`src/rtl/pca_pkg.sv`:
```
// Shared types, widths and constants for the pixel colour adjust pipeline.
// Used by every module in rtl/; no dependencies.
`default_nettype none

package pca_pkg;

    localparam int FRAC_BITS = 8;

    localparam int STAGES = 10;

    localparam int ST_OFFSET   = 0;
    localparam int ST_CONTRAST = 1;
    localparam int ST_ROUND_X  = 2;
    localparam int ST_LUMA_MUL = 3;
    localparam int ST_LUMA_SUM = 4;
    localparam int ST_LUMA_RND = 5;
    localparam int ST_DIFF     = 6;
    localparam int ST_SAT_MUL  = 7;
    localparam int ST_SUM      = 8;
    localparam int ST_OUT      = 9;

    localparam int CHANNELS = 3;

    localparam int OFF_W  = 17;
    localparam int GAIN_W = 10;
    localparam int T_W    = 18;
    localparam int P_W    = T_W + GAIN_W + 1;
    localparam int XSHIFT = 16 - FRAC_BITS;
    localparam int XF_W   = P_W - XSHIFT;
    localparam int LP_W   = XF_W + 17;
    localparam int LW_W   = LP_W + 2;
    localparam int LF_W   = XF_W + 1;
    localparam int D_W    = LF_W + 1;
    localparam int M_W    = D_W + GAIN_W + 1;
    localparam int O_W    = M_W + 1;
    localparam int YSHIFT = FRAC_BITS + 8;

    localparam int MID_LEVEL = 128 * 256;
    localparam int CENTER_X  = 128 * 65536;

    localparam logic [15:0] LUMA_W [CHANNELS] = '{16'd19595, 16'd38470, 16'd7471};

    localparam int ADDR_W = 4;
    localparam int DATA_W = 32;

    localparam logic [1:0] REG_OFFSET     = 2'd0;
    localparam logic [1:0] REG_CONTRAST   = 2'd1;
    localparam logic [1:0] REG_SATURATION = 2'd2;

    localparam logic signed [OFF_W-1:0] OFFSET_LIMIT     = 17'sd65280;
    localparam logic signed [OFF_W-1:0] OFFSET_LIMIT_NEG = -17'sd65280;
    localparam logic [GAIN_W-1:0]       GAIN_LIMIT       = 10'd512;
    localparam logic [GAIN_W-1:0]       GAIN_UNITY       = 10'd256;

    typedef struct packed {
        logic signed [OFF_W-1:0] offset;
        logic [GAIN_W-1:0]       contrast;
        logic [GAIN_W-1:0]       saturation;
    } cfg_t;

    // divide by 2^s, rounding half away from zero
    function automatic logic signed [63:0] round_shift(input logic signed [63:0] v,
                                                       input int unsigned s);
        logic [63:0] mag;
        logic [63:0] sum;
        logic [63:0] q;
        mag = v[63] ? 64'(-v) : 64'(v);
        sum = (mag << 1) + (64'd1 << s);
        q   = sum >> (s + 1);
        round_shift = v[63] ? -$signed(q) : $signed(q);
    endfunction

endpackage

`default_nettype wire

```
`src/rtl/pca_contrast.sv`:
```
// One colour channel: brightness offset, contrast multiply, round to fixed point.
// Pipeline stages ST_OFFSET..ST_ROUND_X. Depends on pca_pkg.
`default_nettype none

module pca_contrast (
    input  wire logic                               aclk,
    input  wire logic [pca_pkg::STAGES-1:0]         load,
    input  wire pca_pkg::cfg_t                      cfg,
    input  wire logic [7:0]                         chan_in,
    output logic signed [pca_pkg::XF_W-1:0]         xf_out
);

    logic signed [pca_pkg::T_W-1:0]  t_reg;
    logic signed [pca_pkg::T_W-1:0]  t_next;
    logic signed [pca_pkg::P_W-1:0]  p_reg;
    logic signed [pca_pkg::P_W-1:0]  p_next;
    logic signed [pca_pkg::P_W-1:0]  x_sum;
    logic signed [pca_pkg::XF_W-1:0] xf_reg;
    logic signed [pca_pkg::XF_W-1:0] xf_next;

    assign t_next = pca_pkg::T_W'($signed({2'b00, chan_in, 8'h00}))
                  + pca_pkg::T_W'(cfg.offset)
                  - pca_pkg::T_W'(pca_pkg::MID_LEVEL);

    assign p_next = pca_pkg::P_W'(t_reg)
                  * pca_pkg::P_W'($signed({1'b0, cfg.contrast}));

    assign x_sum   = p_reg + pca_pkg::P_W'(pca_pkg::CENTER_X);
    assign xf_next = pca_pkg::XF_W'(pca_pkg::round_shift(64'(x_sum), pca_pkg::XSHIFT));
    assign xf_out  = xf_reg;

    always_ff @(posedge aclk) begin
        if (load[pca_pkg::ST_OFFSET]) begin
            t_reg <= t_next;
        end
        if (load[pca_pkg::ST_CONTRAST]) begin
            p_reg <= p_next;
        end
        if (load[pca_pkg::ST_ROUND_X]) begin
            xf_reg <= xf_next;
        end
    end

endmodule

`default_nettype wire

```
`config.mk`:
```
export PLATFORM = sky130hd
export DESIGN_NAME = pca_contrast
export DESIGN_NICKNAME = d
export VERILOG_FILES = /design/src/rtl/pca_pkg.sv /design/src/rtl/pca_contrast.sv
export SDC_FILE = /design/constraint.sdc
export NUM_CORES = 1
export LEC_CHECK = 0
export ABC_CLOCK_PERIOD_IN_PS = 7540
export BUFFER_PORTS_ARGS = -buffer_cell sky130_fd_sc_hd__buf_2
export CAP_MARGIN = 20
export CORE_MARGIN = 3
export CORE_UTILIZATION = 60
export CTS_CLUSTER_DIAMETER = 50
export DETAILED_ROUTE_END_ITERATION = 12
export PLACE_DENSITY = 0.83
export SYNTH_ARGS = -nofsm -noshare
export SYNTH_HDL_FRONTEND = slang
export SYNTH_SLANG_ARGS = --single-unit
export TNS_END_PERCENT = 1
```
`constraint.sdc`:
```
create_clock -name aclk -period 7.54 [get_ports aclk]
set_input_delay 0.377 -clock aclk [delete_from_list [all_inputs] [get_ports aclk]]
set_output_delay 0.377 -clock aclk [all_outputs]
set_load 0.02 [all_outputs]
```
==> impl_metrics.toml <==
[final_layout]
layout_commonest_cell = "inv_1"
insertedDiodeCount = 0
drive_above_1_share = 0.08134
area_growth_pct = 5.333
fin_nets = 1551
layout_common_cells = "inv_1 (245), fa_1 (162), nand2_1 (137)"
largest_reg_flops = 29

[global_route]
grtUsageTotal = 0.2261
antenna_found_initial = 0
grt_pass1_vias = 8402
grt.overflow.total = 0
grt_pass1_wl_mm = 37.99
grt_max_degree = 34

[clock_tree]
clock_latency_ns = 0.35
ctsHoldBuffers = 0
cts_buffers = 9
ctsResizeCount = 0
cts_buffer_depth = 2
root_buffer = "clkbuf_16"
cts.sinks = 68
clk_pin_slew_worst_paths_ns = 0.05
postCtsSetupBuffers = 0
cts.htree.levels = 3
cts_tree = "built"

[worst_setup_path]
crit_required_ns = 7.63
crit_path_max_fanout = 10
path_cells = "nand2_1, fa_1, inv_1, fa_1, inv_1, fa_1, inv_1, fa_1, inv_1, fa_1, inv_1, ha_1, nand3_1, nor3_1, nor3_1, nor4_1, o2111ai_1, a31oi_1, o2111ai_1, nand3_1, o41a_1, xnor2_1"
rrSetupSlack_ns = 1.44
end_kind = "flop"
critical-path-top-delay-family = "adder cells"
critPathSlowestCell = "edfxtp_1"
path_depth = 22
arrival_ns = 6.19
worstReg2RegEnd = "p_reg[28]"
max_stage_delay_ns = 0.56
start_kind = "flop"
rr_startpoint = "t_reg[5]"
reg2reg_depth = 22
critPathKind = "flop to flop"
crit_buf_inv = 5

[floorplanning]
core_area_um2 = 18210
initial_core_util = 0.6198
die_area_um2 = 20490
num_io_pins = 77
rows = 49
die_h_um = 143.2
die_width_um = 143.2

[logic_synthesis]
yosysTopAreaCell = "fa_1"
synth_cells = 1231
ys_seq_elements = 68
ys_seq_area_frac = 0.1809
yosysWarningCount = 0
synth_top_area_frac = 0.2874
synth_cell_type_count = 77
synth_edf_count = 68
synthTopCellsByArea = "fa_1 (29%), edfxtp_1 (18%), ha_1 (9.3%)"
yosys_most_used_dff = "edfxtp_1"
async_flop_share = 0
avgSynthCellArea_um2 = 9.168
synth_nets = 1533
netlist_area_um2 = 11290

[sta]
slew_headroom = 0.3107
grt_setup_unrepaired = "false"
worstMarginPinSlew_ns = 1.031
max_freq_mhz = 163.9
period_share = 0.8093
setup_viol = 0
tns_ns = 0
fin_crit_ns = 6.102
final_hold_viol_count = 0
skew_ns = 0.009014
drv_slew = 0

[min_path]
hp-class = "input port to flop"
hold_depth = 1
hold-path-endpoint = "t_reg[2]"
hp-start = "cfg[22]"

[detailed_routing]
routed_wl_mm = 21.34
antenna_left = 0
viasPerCell = 5.543
wl_per_cell_um = 14.39
drc = 0
via_count = 8221
dr.pass1.iters = 5
drt_iter0_drc = 413

[run]
drv_cap = 0

[run_status]
status = "complete, no violations"

[place]
io_buffers = 59
finalWeightedCongestion = 0.8717
dp_hpwl_mm = 17.32
[area by class of cell]
cell class | count | area (um^2)
clock inverters | 7 | 42.54
clock buffers | 9 | 225.2
well taps | 229 | 286.5
repair buffers | 60 | 302.8
multi-input cells | 865 | 8069
inverters | 245 | 919.6
fillers | 1393 | 6321
flip-flops and latches | 68 | 2042
[worst max path at each step]
stage	slack [ns]	from	end
after floorplan	1.62	cfg[14]	p_reg[28]
after global placement	1.45	cfg[14]	p_reg[28]
after detailed placement	1.35	cfg[14]	p_reg[28]
after CTS	1.46	t_reg[9]	p_reg[28]
after global routing	1.01	t_reg[5]	p_reg[28]
final	1.44	t_reg[5]	p_reg[28]
[cell families after synthesis]
| logic type | share of synthesized area |
|---|---|
| AO/OA/AOI/OAI | 0.09402 |
| XOR/XNOR | 0.06829 |
| adder cells (fa/ha/maj) | 0.3805 |
| buffers and inverters | 0.1043 |
| flip-flops | 0.1809 |
| multiplexers | 0.001774 |
| AND/OR/NAND/NOR | 0.1702 |
[stage by stage]
step                      instance area, um^2    util  hold WS (ns)  setup WS [ns]  cells
after global placement                  11620  0.6382        0.5543          1.447   1467
after floorplan                         11290       -        0.4759          1.623   1231
final                                   11890  0.6529        0.2051          1.438   1483
after global routing                    11890  0.6529        0.1962          1.014   1483
after detailed placement                11620  0.6382        0.5551          1.353   1467
after CTS                               11890  0.6529        0.1952          1.464   1483
[metal layers]
| layer | part of all wire | vias to the layer above | routed length, um | track usage |
|---|---|---|---|---|
| li1 | - | 3966 | - | - |
| met1 | 0.43 | 3971 | 9264 | 0.2959 |
| met2 | 0.49 | 247 | 10490 | 0.3929 |
| met3 | 0.058 | 37 | 1232 | 0.03885 |
| met4 | 0.016 | 0 | 349 | 0.05703 |
| met5 | 0 | - | 0 | 0 |
[synthesized netlist by cell type (all sizes together) (4+ instances only)]
cell,n
o211ai,4
fa,162
and2,87
ha,84
a21o,6
a31oi,11
or4,6
a211oi,7
nor2,49
o31ai,4
clkbuf,48
and3,4
nand2b,7
nor4,6
o21bai,5
nand3,20
a21oi,40
buf,4
o21ai,30
xnor2,59
nor3,23
nand2,138
xor2,29
edfxtp,68
nand4,13
o21a,6
or3,9
o22ai,4
inv,245
o2111ai,6
Power is not shown: default switching activity piles up to over one toggle a cycle in this logic, so the estimate is an artifact.
