==> config.mk <==
export PLATFORM = sky130hd
export DESIGN_NAME = pca_luma
export DESIGN_NICKNAME = d
export VERILOG_FILES = /design/src/rtl/pca_pkg.sv /design/src/rtl/pca_luma.sv
export SDC_FILE = /design/constraint.sdc
export NUM_CORES = 2
export LEC_CHECK = 0
export BUFFER_PORTS_ARGS = -buffer_cell sky130_fd_sc_hd__buf_4
export CORE_MARGIN = 3
export CORE_UTILIZATION = 50
export CTS_CLUSTER_DIAMETER = 120
export DETAILED_ROUTE_END_ITERATION = 10
export GPL_ROUTABILITY_DRIVEN = 0
export PLACE_DENSITY = 0.75
export SYNTH_ARGS = -nofsm -noshare
export SYNTH_HDL_FRONTEND = slang
export SYNTH_SLANG_ARGS = --single-unit
export TNS_END_PERCENT = 5
==> constraint.sdc <==
create_clock -name aclk -period 18.6 [get_ports aclk]
set_input_delay 1.86 -clock aclk [delete_from_list [all_inputs] [get_ports aclk]]
set_output_delay 1.86 -clock aclk [all_outputs]
set_load 0.01 [all_outputs]
==> src/rtl/pca_pkg.sv <==
// Shared types, widths and constants for the pixel colour adjust pipeline.
// Used by every module in rtl/; no dependencies.
`default_nettype none

package pca_pkg;

    localparam int FRAC_BITS = 8;

    localparam int STAGES = 10;

    localparam int ST_OFFSET   = 0;
    localparam int ST_CONTRAST = 1;
    localparam int ST_ROUND_X  = 2;
    localparam int ST_LUMA_MUL = 3;
    localparam int ST_LUMA_SUM = 4;
    localparam int ST_LUMA_RND = 5;
    localparam int ST_DIFF     = 6;
    localparam int ST_SAT_MUL  = 7;
    localparam int ST_SUM      = 8;
    localparam int ST_OUT      = 9;

    localparam int CHANNELS = 3;

    localparam int OFF_W  = 17;
    localparam int GAIN_W = 10;
    localparam int T_W    = 18;
    localparam int P_W    = T_W + GAIN_W + 1;
    localparam int XSHIFT = 16 - FRAC_BITS;
    localparam int XF_W   = P_W - XSHIFT;
    localparam int LP_W   = XF_W + 17;
    localparam int LW_W   = LP_W + 2;
    localparam int LF_W   = XF_W + 1;
    localparam int D_W    = LF_W + 1;
    localparam int M_W    = D_W + GAIN_W + 1;
    localparam int O_W    = M_W + 1;
    localparam int YSHIFT = FRAC_BITS + 8;

    localparam int MID_LEVEL = 128 * 256;
    localparam int CENTER_X  = 128 * 65536;

    localparam logic [15:0] LUMA_W [CHANNELS] = '{16'd19595, 16'd38470, 16'd7471};

    localparam int ADDR_W = 4;
    localparam int DATA_W = 32;

    localparam logic [1:0] REG_OFFSET     = 2'd0;
    localparam logic [1:0] REG_CONTRAST   = 2'd1;
    localparam logic [1:0] REG_SATURATION = 2'd2;

    localparam logic signed [OFF_W-1:0] OFFSET_LIMIT     = 17'sd65280;
    localparam logic signed [OFF_W-1:0] OFFSET_LIMIT_NEG = -17'sd65280;
    localparam logic [GAIN_W-1:0]       GAIN_LIMIT       = 10'd512;
    localparam logic [GAIN_W-1:0]       GAIN_UNITY       = 10'd256;

    typedef struct packed {
        logic signed [OFF_W-1:0] offset;
        logic [GAIN_W-1:0]       contrast;
        logic [GAIN_W-1:0]       saturation;
    } cfg_t;

    // divide by 2^s, rounding half away from zero
    function automatic logic signed [63:0] round_shift(input logic signed [63:0] v,
                                                       input int unsigned s);
        logic [63:0] mag;
        logic [63:0] sum;
        logic [63:0] q;
        mag = v[63] ? 64'(-v) : 64'(v);
        sum = (mag << 1) + (64'd1 << s);
        q   = sum >> (s + 1);
        round_shift = v[63] ? -$signed(q) : $signed(q);
    endfunction

endpackage

`default_nettype wire

==> src/rtl/pca_luma.sv <==
// Rec.601 luma of the three adjusted channels: weight, sum, round.
// Pipeline stages ST_LUMA_MUL..ST_LUMA_RND; channels delayed alongside. Depends on pca_pkg.
`default_nettype none

module pca_luma (
    input  wire logic                               aclk,
    input  wire logic [pca_pkg::STAGES-1:0]         load,
    input  wire logic signed [pca_pkg::XF_W-1:0]    xf_in  [pca_pkg::CHANNELS],
    output logic signed [pca_pkg::XF_W-1:0]         xf_out [pca_pkg::CHANNELS],
    output logic signed [pca_pkg::LF_W-1:0]         lf_out
);

    logic signed [pca_pkg::LP_W-1:0] lp_reg  [pca_pkg::CHANNELS];
    logic signed [pca_pkg::LP_W-1:0] lp_next [pca_pkg::CHANNELS];
    logic signed [pca_pkg::XF_W-1:0] xf3_reg [pca_pkg::CHANNELS];
    logic signed [pca_pkg::XF_W-1:0] xf4_reg [pca_pkg::CHANNELS];
    logic signed [pca_pkg::XF_W-1:0] xf5_reg [pca_pkg::CHANNELS];
    logic signed [pca_pkg::LW_W-1:0] lw_reg;
    logic signed [pca_pkg::LW_W-1:0] lw_next;
    logic signed [pca_pkg::LF_W-1:0] lf_reg;
    logic signed [pca_pkg::LF_W-1:0] lf_next;

    for (genvar c = 0; c < pca_pkg::CHANNELS; c++) begin : g_chan
        assign lp_next[c] = pca_pkg::LP_W'(xf_in[c])
                          * pca_pkg::LP_W'($signed({1'b0, pca_pkg::LUMA_W[c]}));
        assign xf_out[c]  = xf5_reg[c];

        always_ff @(posedge aclk) begin
            if (load[pca_pkg::ST_LUMA_MUL]) begin
                lp_reg[c]  <= lp_next[c];
                xf3_reg[c] <= xf_in[c];
            end
            if (load[pca_pkg::ST_LUMA_SUM]) begin
                xf4_reg[c] <= xf3_reg[c];
            end
            if (load[pca_pkg::ST_LUMA_RND]) begin
                xf5_reg[c] <= xf4_reg[c];
            end
        end
    end

    assign lw_next = pca_pkg::LW_W'(lp_reg[0]) + pca_pkg::LW_W'(lp_reg[1])
                   + pca_pkg::LW_W'(lp_reg[2]);
    assign lf_next = pca_pkg::LF_W'(pca_pkg::round_shift(64'(lw_reg), 16));
    assign lf_out  = lf_reg;

    always_ff @(posedge aclk) begin
        if (load[pca_pkg::ST_LUMA_SUM]) begin
            lw_reg <= lw_next;
        end
        if (load[pca_pkg::ST_LUMA_RND]) begin
            lf_reg <= lf_next;
        end
    end

endmodule

`default_nettype wire

==> results <==
- The cell count after synthesis came out at slightly above 3000.
- The number of enable flip-flop cells after synthesis is 356.
- The post-synthesis cell type count is 85.
- In this run, post-CTS repair resized a total of 0 instances.
- After floorplanning, the core was sized to cover 67500 µm².
- The DRC marker count from the first detailed-route iteration is 1077.
- The number of global-route vias before repair came to ~22000.
- The flow ran to the end, and the final reports show no timing, DRC or antenna violations.
- Setup repair after global routing left no endpoint under its margin.
- TritonCTS built the clock tree.
- The number of nets handed over by synthesis was 3971.
- Walking the worst path, the cells encountered are buf_4 -> ha_1 -> inv_1 -> fa_1 -> inv_1 -> ha_1 -> inv_1 -> fa_1 -> fa_1 -> inv_1 -> fa_1 -> ha_1 -> a21o_1 -> a21o_1 -> a2111o_1 -> a21o_1 -> nand3_1 -> o2111ai_1 -> a41oi_1 -> o21ai_0 -> a221o_1 -> a21oi_1 -> xnor2_1.
- The remaining antenna violation count after routing is 0.
- The leading area contributor after synthesis is sky130_fd_sc_hd__edfxtp_1.
- The register with the most flip-flops in the layout has 106 of them.
- The startpoint identified for the worst hold timing path is xf3_reg[0][6]$_DFFE_PP_.
- The final setup skew is between 0.01 and 0.015 ns.
- Of all nets on the critical path, the largest fanout is 8.
- Summing over every cut layer, the via total after detailed routing is 21700.
- The tree built by TritonCTS fans out to 356 sinks.
- Clock-pin slew was measured on the worst setup and hold paths at 0.06 ns.
- Port buffering added 151 buffers.
- The first global-routing pass estimated ~120000 µm of wire.
- The sequential-to-total area share from yosys stat is 31.2%.
- After synthesis, the mean cell area works out to 11.3 µm².
- For this run, the leading register cell type out of synthesis is sky130_fd_sc_hd__edfxtp_1.
- The hold violation total from the final report was 0.
- The endpoint type of the worst setup path is a flop.
- At the worst endpoint, the arrival time is roughly 8 ns.
- The clock latency on the worst-skew pair is 0.57 ns.
- The count of endpoints failing setup in the final report is 0.
- The final critical-path required period is between 7 and 8 ns.
- CTS placed an instance of sky130_fd_sc_hd__clkbuf_16 at the clock tree root.
- For this design the top-level I/O count stands at 159.
- The share of flip-flops with an asynchronous set or reset is 0%.
- The number of buffers inserted by post-CTS setup repair is 0.
- The register bit count reported by yosys is 356.
- The number of rows in the core area is 95.
- The max-slew violation total from the final report was 0.
- The floorplan step defined a die boundary enclosing just over 70000 µm².
- The launching element of the worst setup path is xf_in[7].
- The largest individual stage delay along the critical path comes from the cell sky130_fd_sc_hd__fa_1.
- The worst hold-check path type is flop to flop.
- The number of antenna violations at the first check in global routing was 0.
- For the pin with the worst max-slew slack, the measured transition is 0.969 ns.
- STA classifies the critical path startpoint as an input pin.
- The total iterations of the first detailed-routing run is 5.
- The fraction of final layout cells with drive strength greater than 1 is 7.93%.
- The worst slew margin relative to its limit is about 34%.
- After synthesis the cells add up to ~34000 µm².
- After detailed routing, the average wire length per cell comes to 17.4 µm.
- In this run the biggest area consumer among cell types represents 31.2% of the synthesized area.
- Broken down by cell family, the worst path's largest delay share belongs to adder cells.
- The worst hold slack across all endpoints is 0.417 ns.
- The number of vias per cell is roughly 5.3.
- The final antenna diode count is 0.
- The overall routing resource usage is 20.6%.
- The H-tree was split into 2 levels.
- The number of buffers and inverters on the critical path is 5.
- The clock passes through at most 3 buffers.
- Once detailed placement completed, the half-perimeter wirelength came to 56000 µm.
- The height of the chip is 268 µm.
- The initial utilization of the core area, before any placement, comes to 50.7%.
- The maximum frequency from static timing analysis is 133 MHz.
- The post-route setup TNS is 0 ns.
- The max-cap check violation count is 0.
- In this run, CTS created clock tree buffers numbering 41.
- The total overflow left after global routing is 0.
- The cts-stage hold buffer count is 0.
- The maximum single-stage delay on the critical path is 0.54 ns.
- The area growth from synthesis to layout is 10.2%.
- The wire length reported by the detailed router is about 71000 µm.
- The net count of the finished layout is 4130.
- The class of the most critical setup path is input pin to flop.
- Of the available clock period, the critical path in the final layout requires 40.3%.
- The detailed-route DRC error count is 0.
- The reg-to-reg critical path startpoint is lw_reg[6]$_DFFE_PP_.
- The synthesis warning total is 0.
- In this run the horizontal extent of the chip is 268 µm.
- Data on the critical path is required at its endpoint by 18.94 ns.
- Entering global routing, the biggest net connects 71 pins.
- By area the synthesized netlist is led by sky130_fd_sc_hd__edfxtp_1 (31%), sky130_fd_sc_hd__fa_1 (23%), sky130_fd_sc_hd__ha_1 (18%), sky130_fd_sc_hd__inv_1 (7.1%), sky130_fd_sc_hd__xnor2_1 (3.5%).
## through the flow
stage               util, %  area, µm²  cells  setup slack [ns]
floorplan                 -      34200   3027             11.24
global placement       53.8      36300   4016             10.51
detailed placement     53.8      36300   4016             10.48
CTS                    55.8      37700   4090             11.08
global route           55.8      37700   4090             10.84
finish                 55.8      37700   4090             11.10
## cell usage after synthesis, types with 17 or more instances
library cell,instances
sky130_fd_sc_hd__ha_1,485
sky130_fd_sc_hd__nand4_1,19
sky130_fd_sc_hd__nor2b_1,27
sky130_fd_sc_hd__a31oi_1,17
sky130_fd_sc_hd__fa_1,385
sky130_fd_sc_hd__edfxtp_1,356
sky130_fd_sc_hd__nand2_1,86
sky130_fd_sc_hd__o21ai_0,86
sky130_fd_sc_hd__nand3_1,49
sky130_fd_sc_hd__or3_1,19
sky130_fd_sc_hd__nor3_1,43
sky130_fd_sc_hd__inv_1,644
sky130_fd_sc_hd__a21oi_1,112
sky130_fd_sc_hd__xnor2_1,137
sky130_fd_sc_hd__o21bai_1,19
sky130_fd_sc_hd__nor2_1,118
sky130_fd_sc_hd__and3_1,24
sky130_fd_sc_hd__xor2_1,51
sky130_fd_sc_hd__clkbuf_1,30
sky130_fd_sc_hd__a21o_1,73
## cells by family (layout without fill, tap and decap cells)
family,Yosys count,after routing,synth area share (%)
multiplexers,13,13,0.413
AO/OA/AOI/OAI,448,448,8.71
flip-flops,356,356,31.2
buffers and inverters,687,877,7.57
AND/OR/NAND/NOR,464,464,6.93
adder cells (fa/ha/maj),870,870,40.3
XOR/XNOR,189,189,4.86
## layer usage
metal  vias up  GRT usage [%]  share of wire [%]
met4         0           6.13                2.9
met3       115           3.37                4.8
met5         -              0                  0
li1      10500              -                  -
met1     10700           27.7                 44
met2       434           34.6                 49
## placed cells by master, fill, tap and decap left out, types with 43 or more instances in the layout
| master | count |
|---|---|
| sky130_fd_sc_hd__inv_1 | 644 |
| sky130_fd_sc_hd__ha_1 | 485 |
| sky130_fd_sc_hd__fa_1 | 385 |
| sky130_fd_sc_hd__edfxtp_1 | 356 |
| sky130_fd_sc_hd__buf_4 | 157 |
| sky130_fd_sc_hd__xnor2_1 | 137 |
| sky130_fd_sc_hd__nor2_1 | 118 |
| sky130_fd_sc_hd__a21oi_1 | 112 |
| sky130_fd_sc_hd__nand2_1 | 86 |
| sky130_fd_sc_hd__o21ai_0 | 86 |
| sky130_fd_sc_hd__a21o_1 | 73 |
| sky130_fd_sc_hd__xor2_1 | 51 |
| sky130_fd_sc_hd__nand3_1 | 49 |
| sky130_fd_sc_hd__nor3_1 | 43 |
| sky130_fd_sc_hd__clkbuf_16 | 43 |
## final timing paths
kind                                                  to  slack, ns  depth (start not counted)
worst max-delay path            lp_reg[0][112]$_DFFE_PP_      11.10                         23
worst min register to register   xf4_reg[0][6]$_DFFE_PP_       0.42                          0
worst min-delay path             xf4_reg[0][6]$_DFFE_PP_       0.42                          0
worst max register to register      lf_out[20]$_DFFE_PP_      13.56                         17
## final cells by class
class / count / area [µm²]
Inverter: 645 / 2420
Multi-Input combinational cell: 1984 / 20900
Sequential cell: 356 / 10700
Fill cell: 5636 / 29800
Tap cell: 873 / 1090
Clock buffer: 48 / 1090
Clock inverter: 26 / 272
Timing Repair Buffer: 158 / 1190
Power is not shown: default switching activity piles up to over one toggle a cycle in this logic, so the estimate is an artifact.
