`src/rtl/pca_pkg.sv`:
```
// Shared types, widths and constants for the pixel colour adjust pipeline.
// Used by every module in rtl/; no dependencies.
`default_nettype none

package pca_pkg;

    localparam int FRAC_BITS = 8;

    localparam int STAGES = 10;

    localparam int ST_OFFSET   = 0;
    localparam int ST_CONTRAST = 1;
    localparam int ST_ROUND_X  = 2;
    localparam int ST_LUMA_MUL = 3;
    localparam int ST_LUMA_SUM = 4;
    localparam int ST_LUMA_RND = 5;
    localparam int ST_DIFF     = 6;
    localparam int ST_SAT_MUL  = 7;
    localparam int ST_SUM      = 8;
    localparam int ST_OUT      = 9;

    localparam int CHANNELS = 3;

    localparam int OFF_W  = 17;
    localparam int GAIN_W = 10;
    localparam int T_W    = 18;
    localparam int P_W    = T_W + GAIN_W + 1;
    localparam int XSHIFT = 16 - FRAC_BITS;
    localparam int XF_W   = P_W - XSHIFT;
    localparam int LP_W   = XF_W + 17;
    localparam int LW_W   = LP_W + 2;
    localparam int LF_W   = XF_W + 1;
    localparam int D_W    = LF_W + 1;
    localparam int M_W    = D_W + GAIN_W + 1;
    localparam int O_W    = M_W + 1;
    localparam int YSHIFT = FRAC_BITS + 8;

    localparam int MID_LEVEL = 128 * 256;
    localparam int CENTER_X  = 128 * 65536;

    localparam logic [15:0] LUMA_W [CHANNELS] = '{16'd19595, 16'd38470, 16'd7471};

    localparam int ADDR_W = 4;
    localparam int DATA_W = 32;

    localparam logic [1:0] REG_OFFSET     = 2'd0;
    localparam logic [1:0] REG_CONTRAST   = 2'd1;
    localparam logic [1:0] REG_SATURATION = 2'd2;

    localparam logic signed [OFF_W-1:0] OFFSET_LIMIT     = 17'sd65280;
    localparam logic signed [OFF_W-1:0] OFFSET_LIMIT_NEG = -17'sd65280;
    localparam logic [GAIN_W-1:0]       GAIN_LIMIT       = 10'd512;
    localparam logic [GAIN_W-1:0]       GAIN_UNITY       = 10'd256;

    typedef struct packed {
        logic signed [OFF_W-1:0] offset;
        logic [GAIN_W-1:0]       contrast;
        logic [GAIN_W-1:0]       saturation;
    } cfg_t;

    // divide by 2^s, rounding half away from zero
    function automatic logic signed [63:0] round_shift(input logic signed [63:0] v,
                                                       input int unsigned s);
        logic [63:0] mag;
        logic [63:0] sum;
        logic [63:0] q;
        mag = v[63] ? 64'(-v) : 64'(v);
        sum = (mag << 1) + (64'd1 << s);
        q   = sum >> (s + 1);
        round_shift = v[63] ? -$signed(q) : $signed(q);
    endfunction

endpackage

`default_nettype wire

```
`src/rtl/pca_pipe_ctrl.sv`:
```
// Valid bits and per-stage load enables for the pixel pipeline.
// Depends on pca_pkg.
`default_nettype none

module pca_pipe_ctrl (
    input  wire logic                       aclk,
    input  wire logic                       aresetn,
    input  wire logic                       s_valid,
    output logic                            s_ready,
    output logic                            m_valid,
    input  wire logic                       m_ready,
    output logic [pca_pkg::STAGES-1:0]      load
);

    logic [pca_pkg::STAGES-1:0] valid_reg;
    logic [pca_pkg::STAGES-1:0] valid_next;
    logic [pca_pkg::STAGES:0]   ready_chain;

    assign ready_chain[pca_pkg::STAGES] = m_ready;

    // a stage takes data when empty or when the stage after it moves
    for (genvar k = 0; k < pca_pkg::STAGES; k++) begin : g_ready
        assign ready_chain[k] = !valid_reg[k] || ready_chain[k+1];
    end

    assign load       = ready_chain[pca_pkg::STAGES-1:0];
    assign valid_next = ({valid_reg[pca_pkg::STAGES-2:0], s_valid} & load)
                      | (valid_reg & ~load);
    assign s_ready    = ready_chain[0];
    assign m_valid    = valid_reg[pca_pkg::STAGES-1];

    always_ff @(posedge aclk) begin
        if (!aresetn) begin
            valid_reg <= '0;
        end else begin
            valid_reg <= valid_next;
        end
    end

endmodule

`default_nettype wire

```
`config.mk`:
```
export PLATFORM = sky130hd
export DESIGN_NAME = pca_pipe_ctrl
export DESIGN_NICKNAME = d
export VERILOG_FILES = /design/src/rtl/pca_pkg.sv /design/src/rtl/pca_pipe_ctrl.sv
export SDC_FILE = /design/constraint.sdc
export NUM_CORES = 1
export LEC_CHECK = 0
export ABC_CLOCK_PERIOD_IN_PS = 1400
export BUFFER_PORTS_ARGS = -buffer_cell sky130_fd_sc_hd__clkbuf_2
export CORE_AREA = 2 2 39 41
export CTS_CLUSTER_DIAMETER = 30
export DETAILED_ROUTE_END_ITERATION = 8
export DIE_AREA = 0 0 41 43
export PLACE_DENSITY = 0.62
export SKIP_CTS_REPAIR_TIMING = 1
export SLEW_MARGIN = 25
export SYNTH_ARGS = -nofsm -noshare
export SYNTH_HDL_FRONTEND = slang
export SYNTH_SLANG_ARGS = --single-unit
```
`constraint.sdc`:
```
create_clock -name aclk -period 1.4 [get_ports aclk]
set_input_delay 0 -clock aclk [delete_from_list [all_inputs] [get_ports aclk]]
set_output_delay 0 -clock aclk [all_outputs]
set_load 0.05 [all_outputs]
```
==> results.py, run 1 <==
metrics = {
    "drt": {
        "drtAntennaViolNets": 0,
        "drtIter0Drc": 8,
        "vias": 390,
        "drt-total-wl_um": 833,
        "drt-wirelength-per-cell_um": 10.0,
        "drcViolationCount": 0,
        "via_per_inst": 4.70,
        "firstDrtPassIters": 5,
    },
    "flow_run": {
        "max_cap_violations": 0,
    },
    "status": {
        "violations": "negative setup slack",
        "status": "finished with violations",
    },
    "placement": {
        "hpwl_um": 608,
        "io_buffers": 15,
        "pre_cts_ws_ns": 0.183,
        "gp_congestion": 0.718,
    },
    "final_layout": {
        "layout_common_cells": "nand2_1 (10), clkbuf_2 (7), dfxtp_1 (5)",
        "nets": 72,
        "fin_util": 0.432,
        "register_area_um2": 209,
        "antenna_cells": 0,
        "final_common_cell": "nand2_1",
        "multi_input_area_um2": 204,
        "fillers": 154,
        "syn_to_final_growth_pct": 37.4,
        "final_layout_size_suffix_gt1_frac": 0.493,
    },
    "sta": {
        "finalHoldViolCount": 0,
        "tns_ns": -0.0274,
        "rsz0062_at_grt": "true",
        "layout_setup_ws_ns": -0.0274,
        "fmax_ghz": 0.701,
        "worst_slew_pin_slew_ns": 0.277,
        "maxSlewHeadroom": 0.816,
        "skew_ns": 0.00158,
        "setup_viol": 1,
        "finalCritPeriodShare": 1.02,
        "fin_crit_ns": 1.43,
        "drv_slew": 0,
    },
    "global_routing": {
        "grt_remaining_overflow": 0,
        "grt_pass1_vias": 291,
        "grt_max_degree": 16,
        "antenna_found_initial": 0,
        "grt_pass1_wl_mm": 1.17,
        "grt_usage": 0.0997,
    },
    "critical_path": {
        "start_kind": "flop",
        "reg2reg_setup_slack_ns": 0.36,
        "worstPathRequired_ns": 1.40,
        "arrival_ns": 1.43,
        "critical_path.max_fanout": 5,
        "path_class": "reg2out",
        "worstSetupEndpointType": "output port",
    },
    "clocking": {
        "path_clk_slew_ns": 0.07,
        "cts_tree": "done",
        "cts_root_buffer": "clkbuf_4",
        "htree_levels": 1,
        "clkSinkCount": 10,
        "clkLatencyLatePin_ns": 0.26,
        "cts_buffer_depth": 2,
        "cts_buffers": 3,
    },
    "hold_path": {
        "hold_class": "in2reg",
    },
    "synth": {
        "seq_area_frac_synth": 0.460,
        "syn-cell-area_um2": 435,
        "syn_nets": 52,
        "ys_warn_count": 0,
        "synth_cell_types": 18,
        "syn_avg_cell_area_um2": 9.07,
        "ys_seq_elements": 10,
        "syn_inst": 48,
    },
    "floorplan": {
        "dieWidth_um": 41,
        "coreArea_um2": 1380,
        "rows": 14,
        "initial_core_util": 0.315,
        "pin_count": 16,
        "die_area_um2": 1760,
        "die_h_um": 43,
    },
    "power": {
        "p_per_area_nw_per_um2": 863,
        "ir_worst_vdd_mv": 0.485,
        "power_mw": 0.516,
        "p_leak_nw": 0.245,
    },
}
[metrics by stage]
step / std cells / area, µm² / hold slack, ns
floorplan: 48 / 448 / 0.113
global placement: 77 / 528 / 0.198
detailed placement: 77 / 528 / 0.206
CTS: 81 / 554 / -0.0625
global route: 83 / 598 / 0.132
finish: 83 / 598 / 0.129
[routing by layer]
| metal | part of all wire | global-route usage | routed length (µm) |
|---|---|---|---|
| met1 | 0.49 | 0.133 | 407 |
| met2 | 0.47 | 0.125 | 394 |
| met3 | 0.037 | 0.0471 | 31 |
| met4 | 0 | 0.0600 | 0 |
| met5 | 0 | 0 | 0 |
[kinds of logic after synthesis]
| group | Yosys count | share of synthesized area |
|---|---|---|
| and+or+nand+nor | 22 | 0.305 |
| DFF | 10 | 0.460 |
| AOI/OAI and AO/OA | 10 | 0.164 |
| buffers and inverters | 6 | 0.0718 |
[cell type report]
class,count,area share
well taps,16,0.0335
repair buffers,17,0.190
flip-flops and latches,10,0.349
inverters,4,0.0418
clock buffers,4,0.0439
multi-input cells,32,0.341
[worst max-delay path, stage by stage, from the launching register on]
cell and delay, ns:
dfxtp_4 0.35, and4b_4 0.29, inv_8 0.04, nor2_8 0.11, nand4_1 0.15, buf_4 0.23
[worst paths after layout]
check | from | end | depth (start not counted)
min reg2reg | flop | flop | 2
max | flop | load[0] | 5
min | aresetn | flop | 2
max reg2reg | flop | flop | 5
[power breakdown]
group          total [mW]  switching (mW)  internal, mW
combinational      0.0190         0.00973       0.00924
clock               0.205          0.0950         0.110
sequential          0.292         0.00516         0.287
total               0.516           0.110         0.406
[cells in the mapped netlist (all sizes together)]
cell type  instances  area (µm²)
nor2b              1        6.26
a21oi              1        5.00
o21a               4        30.0
and4b              1        13.8
nand3              4        20.0
inv                4        20.0
and2               1        8.76
nor2               1        20.0
buf                1        7.51
nand2             10        37.5
o21ai              5        36.3
and2b              1        7.51
nand4              3        18.8
dfxtp             10         200
clkbuf             1        3.75
No activity file was read; power rests on OpenSTA's default activity.
==> run 2: changes to the inputs <==
--- a/config.mk
+++ b/config.mk
@@ -11,6 +11,7 @@
 export CTS_CLUSTER_DIAMETER = 30
 export DETAILED_ROUTE_END_ITERATION = 8
 export DIE_AREA = 0 0 41 43
+export MAX_ROUTING_LAYER = met4
 export PLACE_DENSITY = 0.62
 export SKIP_CTS_REPAIR_TIMING = 1
 export SLEW_MARGIN = 25
==> run 2 against run 1 <==
The run still ends with negative setup slack left. Setup slack better by 0.0035 ns. Clock power hardly changed. Clock skew increased by 0.0016 ns. Via count decreased by 0.77%. Global-route usage is 0.25 points higher. Die area stayed put. Critical endpoint unchanged.
==> results.py, run 2 (synthesis gave the netlist of run 1 again) <==
metrics = {
    "critical_path": {
        "worstPathRequired_ns": 1.40,
        "start_kind": "flop",
        "crit_path_top_delay_cell": "dfxtp_4",
        "worstSetupEndpointType": "output port",
        "slowest_delay_ns": 0.35,
        "path_class": "reg2out",
        "critPathTopFamily": "simple AND/OR/NAND/NOR gates",
        "arrival_ns": 1.42,
        "crit_chain": "and4b_4 > inv_8 > nor2_8 > nand4_1 > buf_4",
        "critical_path.max_fanout": 5,
        "path_buf_inv": 2,
    },
    "placement": {
        "gp_congestion": 0.727,
        "dpl.cell_count": 77,
        "io_buffers": 15,
        "hpwl_um": 608,
    },
    "sta": {
        "rsz0062_at_grt": "true",
        "drv_slew": 0,
        "skew_ns": 0.00316,
        "fmax_ghz": 0.702,
        "layout_setup_ws_ns": -0.0239,
        "finalCritPeriodShare": 1.02,
        "hold_slack_ns": 0.128,
        "setup_viol": 1,
        "maxSlewHeadroom": 0.816,
        "fin_crit_ns": 1.42,
        "worst_slew_pin_slew_ns": 0.277,
        "finalHoldViolCount": 0,
    },
    "flow_run": {
        "max_cap_violations": 0,
    },
    "power": {
        "ir_worst_vdd_mv": 0.479,
        "p_int_mw": 0.406,
        "switchingPower_mw": 0.108,
        "seqPwrFrac": 0.568,
        "p_leak_nw": 0.245,
        "p_per_area_nw_per_um2": 860,
        "clock_power_share": 0.395,
        "switching_share": 0.210,
        "p_comb_frac": 0.037,
    },
    "global_routing": {
        "antenna_found_initial": 0,
        "grt_max_degree": 16,
        "grt_usage": 0.102,
        "grt_pass1_vias": 294,
        "grt_pass1_wl_mm": 1.17,
        "grt_remaining_overflow": 0,
    },
    "clocking": {
        "cts_buffers": 3,
        "clkSinkCount": 10,
        "cts_root_buffer": "clkbuf_4",
        "cts_buffer_depth": 2,
        "htree_levels": 1,
        "path_clk_slew_ns": 0.07,
        "clkLatencyLatePin_ns": 0.26,
        "cts_tree": "done",
    },
    "drt": {
        "drtIter0Drc": 9,
        "drt-wirelength-per-cell_um": 9.87,
        "drt-total-wl_um": 819,
        "via_per_inst": 4.66,
        "firstDrtPassIters": 3,
        "vias": 387,
        "drcViolationCount": 0,
        "drtAntennaViolNets": 0,
    },
    "hold_path": {
        "hold_class": "in2reg",
    },
    "floorplan": {
        "die_area_um2": 1760,
        "die_h_um": 43,
        "dieWidth_um": 41,
        "coreArea_um2": 1380,
        "pin_count": 16,
        "initial_core_util": 0.315,
        "rows": 14,
    },
    "final_layout": {
        "antenna_cells": 0,
        "layout_common_cells": "nand2_1 (10), clkbuf_2 (7), dfxtp_1 (5)",
        "syn_to_final_growth_pct": 37.4,
        "final_layout_size_suffix_gt1_frac": 0.493,
        "nets": 72,
        "final_common_cell": "nand2_1",
        "final_cell_count_no_fill": 83,
    },
    "status": {
        "violations": "negative setup slack",
        "status": "finished with violations",
    },
}
[run 2: path summary, 6_finish.rpt]
kind,depth (start not counted),startpoint,slack (ns),endpoint
max,5,flop,-0.02,load[0]
min,2,aresetn,0.13,flop
max reg2reg,5,flop,0.36,flop
min reg2reg,2,flop,0.46,flop
[run 2: power by group through the flow]
stage / Clock, mW / Sequential, mW / Combinational [mW]
finish: 0.203 / 0.292 / 0.0189
global route: 0.236 / 0.292 / 0.0206
CTS: 0.213 / 0.292 / 0.0170
detailed placement: 0 / 0.299 / 0.0169
global placement: 0 / 0.298 / 0.0166
floorplan: 0 / 0.297 / 0.00996
[run 2: area by class of cell]
class / count / area (µm²)
Fill cell: 154 / 786
Sequential cell: 10 / 209
Multi-Input combinational cell: 32 / 204
Timing Repair Buffer: 17 / 114
Clock buffer: 4 / 26.3
Inverter: 4 / 25.0
Tap cell: 16 / 20.0
[run 2: per-layer routing]
layer  track usage  vias to the layer above  part of all wire
met3        0.0471                        0             0.038
met1         0.133                      178              0.47
met5             -                        -                 0
li1              -                      201                 -
met4        0.0600                        0                 0
met2         0.125                        8              0.49
[run 2: stage by stage]
| stage | setup WS, ns | setup TNS [ns] | power [mW] | area [µm²] | utilization |
|---|---|---|---|---|---|
| finish | -0.0239 | -0.0239 | 0.514 | 598 | 0.432 |
| global route | -0.0968 | -0.162 | 0.549 | 598 | 0.432 |
| CTS | -0.106 | -0.346 | 0.522 | 554 | 0.401 |
| detailed placement | 0.183 | 0 | 0.315 | 528 | 0.382 |
| global placement | 0.214 | 0 | 0.315 | 528 | 0.382 |
| floorplan | -0.425 | -0.472 | 0.307 | 448 | - |
==> run 3: changes to the inputs <==
--- a/config.mk
+++ b/config.mk
@@ -9,10 +9,12 @@
 export BUFFER_PORTS_ARGS = -buffer_cell sky130_fd_sc_hd__clkbuf_2
 export CORE_AREA = 2 2 39 41
 export CTS_CLUSTER_DIAMETER = 30
+export CTS_CLUSTER_SIZE = 40
 export DETAILED_ROUTE_END_ITERATION = 8
 export DIE_AREA = 0 0 41 43
 export MAX_ROUTING_LAYER = met4
 export PLACE_DENSITY = 0.62
+export SETUP_SLACK_MARGIN = 0.1
 export SKIP_CTS_REPAIR_TIMING = 1
 export SLEW_MARGIN = 25
 export SYNTH_ARGS = -nofsm -noshare
==> run 3 against run 2 <==
The run still ends with negative setup slack left. Global-route usage did not move. Clock power hardly changed. Hold slack improved by 0.0017 ns. First-iteration DRC count is 56% lower. Sequential share of layout area decreased by 3.2 points. Sequential cell count unchanged. Utilization increased by 4.3 points. Register-to-register slack got worse by 0.13 ns. Non-clock buffer count rose by 3. Final cell count increased by 3.6%. Cell area is 10% higher. Setup slack worse by 0.0021 ns.
==> results.py, run 3 (synthesis gave the netlist of run 1 again) <==
metrics = {
    "status": {
        "status": "finished with violations",
        "violations": "negative setup slack",
    },
    "global_routing": {
        "grt_pass1_wl_mm": 1.17,
        "grt_pass1_vias": 294,
        "grt_remaining_overflow": 0,
        "grt_usage": 0.102,
        "antenna_found_initial": 0,
        "grt_max_degree": 16,
    },
    "power": {
        "clock_power_share": 0.396,
        "seqPwrFrac": 0.566,
        "power_mw": 0.517,
        "switching_share": 0.214,
        "ir_worst_vdd_mv": 0.515,
        "switchingPower_mw": 0.110,
        "p_leak_nw": 0.277,
        "p_comb_frac": 0.038,
        "p_int_mw": 0.406,
        "p_per_area_nw_per_um2": 785,
    },
    "clocking": {
        "htree_levels": 1,
        "cts_root_buffer": "clkbuf_4",
        "clkLatencyLatePin_ns": 0.26,
        "path_clk_slew_ns": 0.07,
        "cts_buffer_depth": 2,
        "clkSinkCount": 10,
        "cts_buffers": 3,
        "cts_tree": "done",
    },
    "critical_path": {
        "crit_path_top_delay_cell": "dfxtp_4",
        "critPathTopFamily": "simple AND/OR/NAND/NOR gates",
        "path_class": "reg2out",
        "crit_chain": "and4b_4 > inv_8 > nor2_8 > nand4_1 > buf_4",
        "worstSetupEndpointType": "output port",
        "arrival_ns": 1.43,
        "path_buf_inv": 2,
        "critical_path.max_fanout": 5,
        "worstPathRequired_ns": 1.40,
        "slowest_delay_ns": 0.35,
        "start_kind": "flop",
    },
    "floorplan": {
        "dieWidth_um": 41,
        "die_area_um2": 1760,
        "rows": 14,
        "die_h_um": 43,
        "initial_core_util": 0.315,
        "coreArea_um2": 1380,
        "pin_count": 16,
    },
    "flow_run": {
        "max_cap_violations": 0,
    },
    "sta": {
        "worst_slew_pin_slew_ns": 0.277,
        "fin_crit_ns": 1.43,
        "hold_slack_ns": 0.129,
        "finalCritPeriodShare": 1.02,
        "fmax_ghz": 0.701,
        "finalHoldViolCount": 0,
        "maxSlewHeadroom": 0.816,
        "tns_ns": -0.0260,
        "skew_ns": 0.00350,
        "setup_viol": 1,
        "layout_setup_ws_ns": -0.0260,
        "drv_slew": 0,
        "rsz0062_at_grt": "true",
    },
    "drt": {
        "via_per_inst": 4.67,
        "drcViolationCount": 0,
        "vias": 402,
        "drtIter0Drc": 4,
        "firstDrtPassIters": 4,
        "drtAntennaViolNets": 0,
        "drt-total-wl_um": 912,
        "drt-wirelength-per-cell_um": 10.6,
    },
    "final_layout": {
        "final_common_cell": "nand2_1",
        "antenna_cells": 0,
        "syn_to_final_growth_pct": 51.1,
        "final_cell_count_no_fill": 86,
        "final_layout_size_suffix_gt1_frac": 0.514,
        "nets": 75,
        "layout_common_cells": "nand2_1 (10), clkbuf_2 (6), buf_4 (6), dfxtp_1 (5), buf_6 (5)",
    },
    "placement": {
        "hpwl_um": 608,
        "dpl.cell_count": 77,
        "pre_cts_ws_ns": 0.183,
        "io_buffers": 15,
        "gp_congestion": 0.727,
    },
    "hold_path": {
        "hold_class": "in2reg",
    },
}
[run 3: changes by cell type in the layout (fill, tap and decap cells not counted), moves of 2 or more]
cell   before  now
buf_4       2    6
buf_6       3    5
buf_8       0    2
buf_2       4    0
[run 3: power by group through the flow]
stage,Sequential [mW],Clock [mW],Combinational (mW)
floorplan,0.297,0,0.00996
global placement,0.298,0,0.0166
detailed placement,0.299,0,0.0169
CTS,0.292,0.213,0.0170
global route,0.293,0.236,0.0212
finish,0.292,0.205,0.0196
[run 3: path summary, 6_finish.rpt]
kind / cells after the start / to / start / slack (ns)
setup reg to reg: 6 / flop / flop / 0.23
hold / removal: 2 / flop / aresetn / 0.13
hold reg to reg: 2 / flop / flop / 0.45
setup / recovery: 5 / load[0] / flop / -0.03
[run 3: final cells by class]
class,instances,area (µm²)
clock buffers,4,26.3
fillers,148,726
inverters,4,27.5
multi-input cells,32,204
flip-flops and latches,10,209
well taps,16,20.0
repair buffers,20,171
[run 3: per-stage QoR]
step,cell area [µm²],util
floorplan,448,-
global placement,528,0.382
detailed placement,528,0.382
CTS,554,0.401
global route,658,0.476
finish,658,0.476
[run 3: routing by layer]
metal / up-vias / track usage / wire [µm]
li1: 207 / - / -
met1: 185 / 0.133 / 387
met2: 10 / 0.125 / 486
met3: 0 / 0.0471 / 38
met4: 0 / 0.0600 / 0
met5: - / - / 0
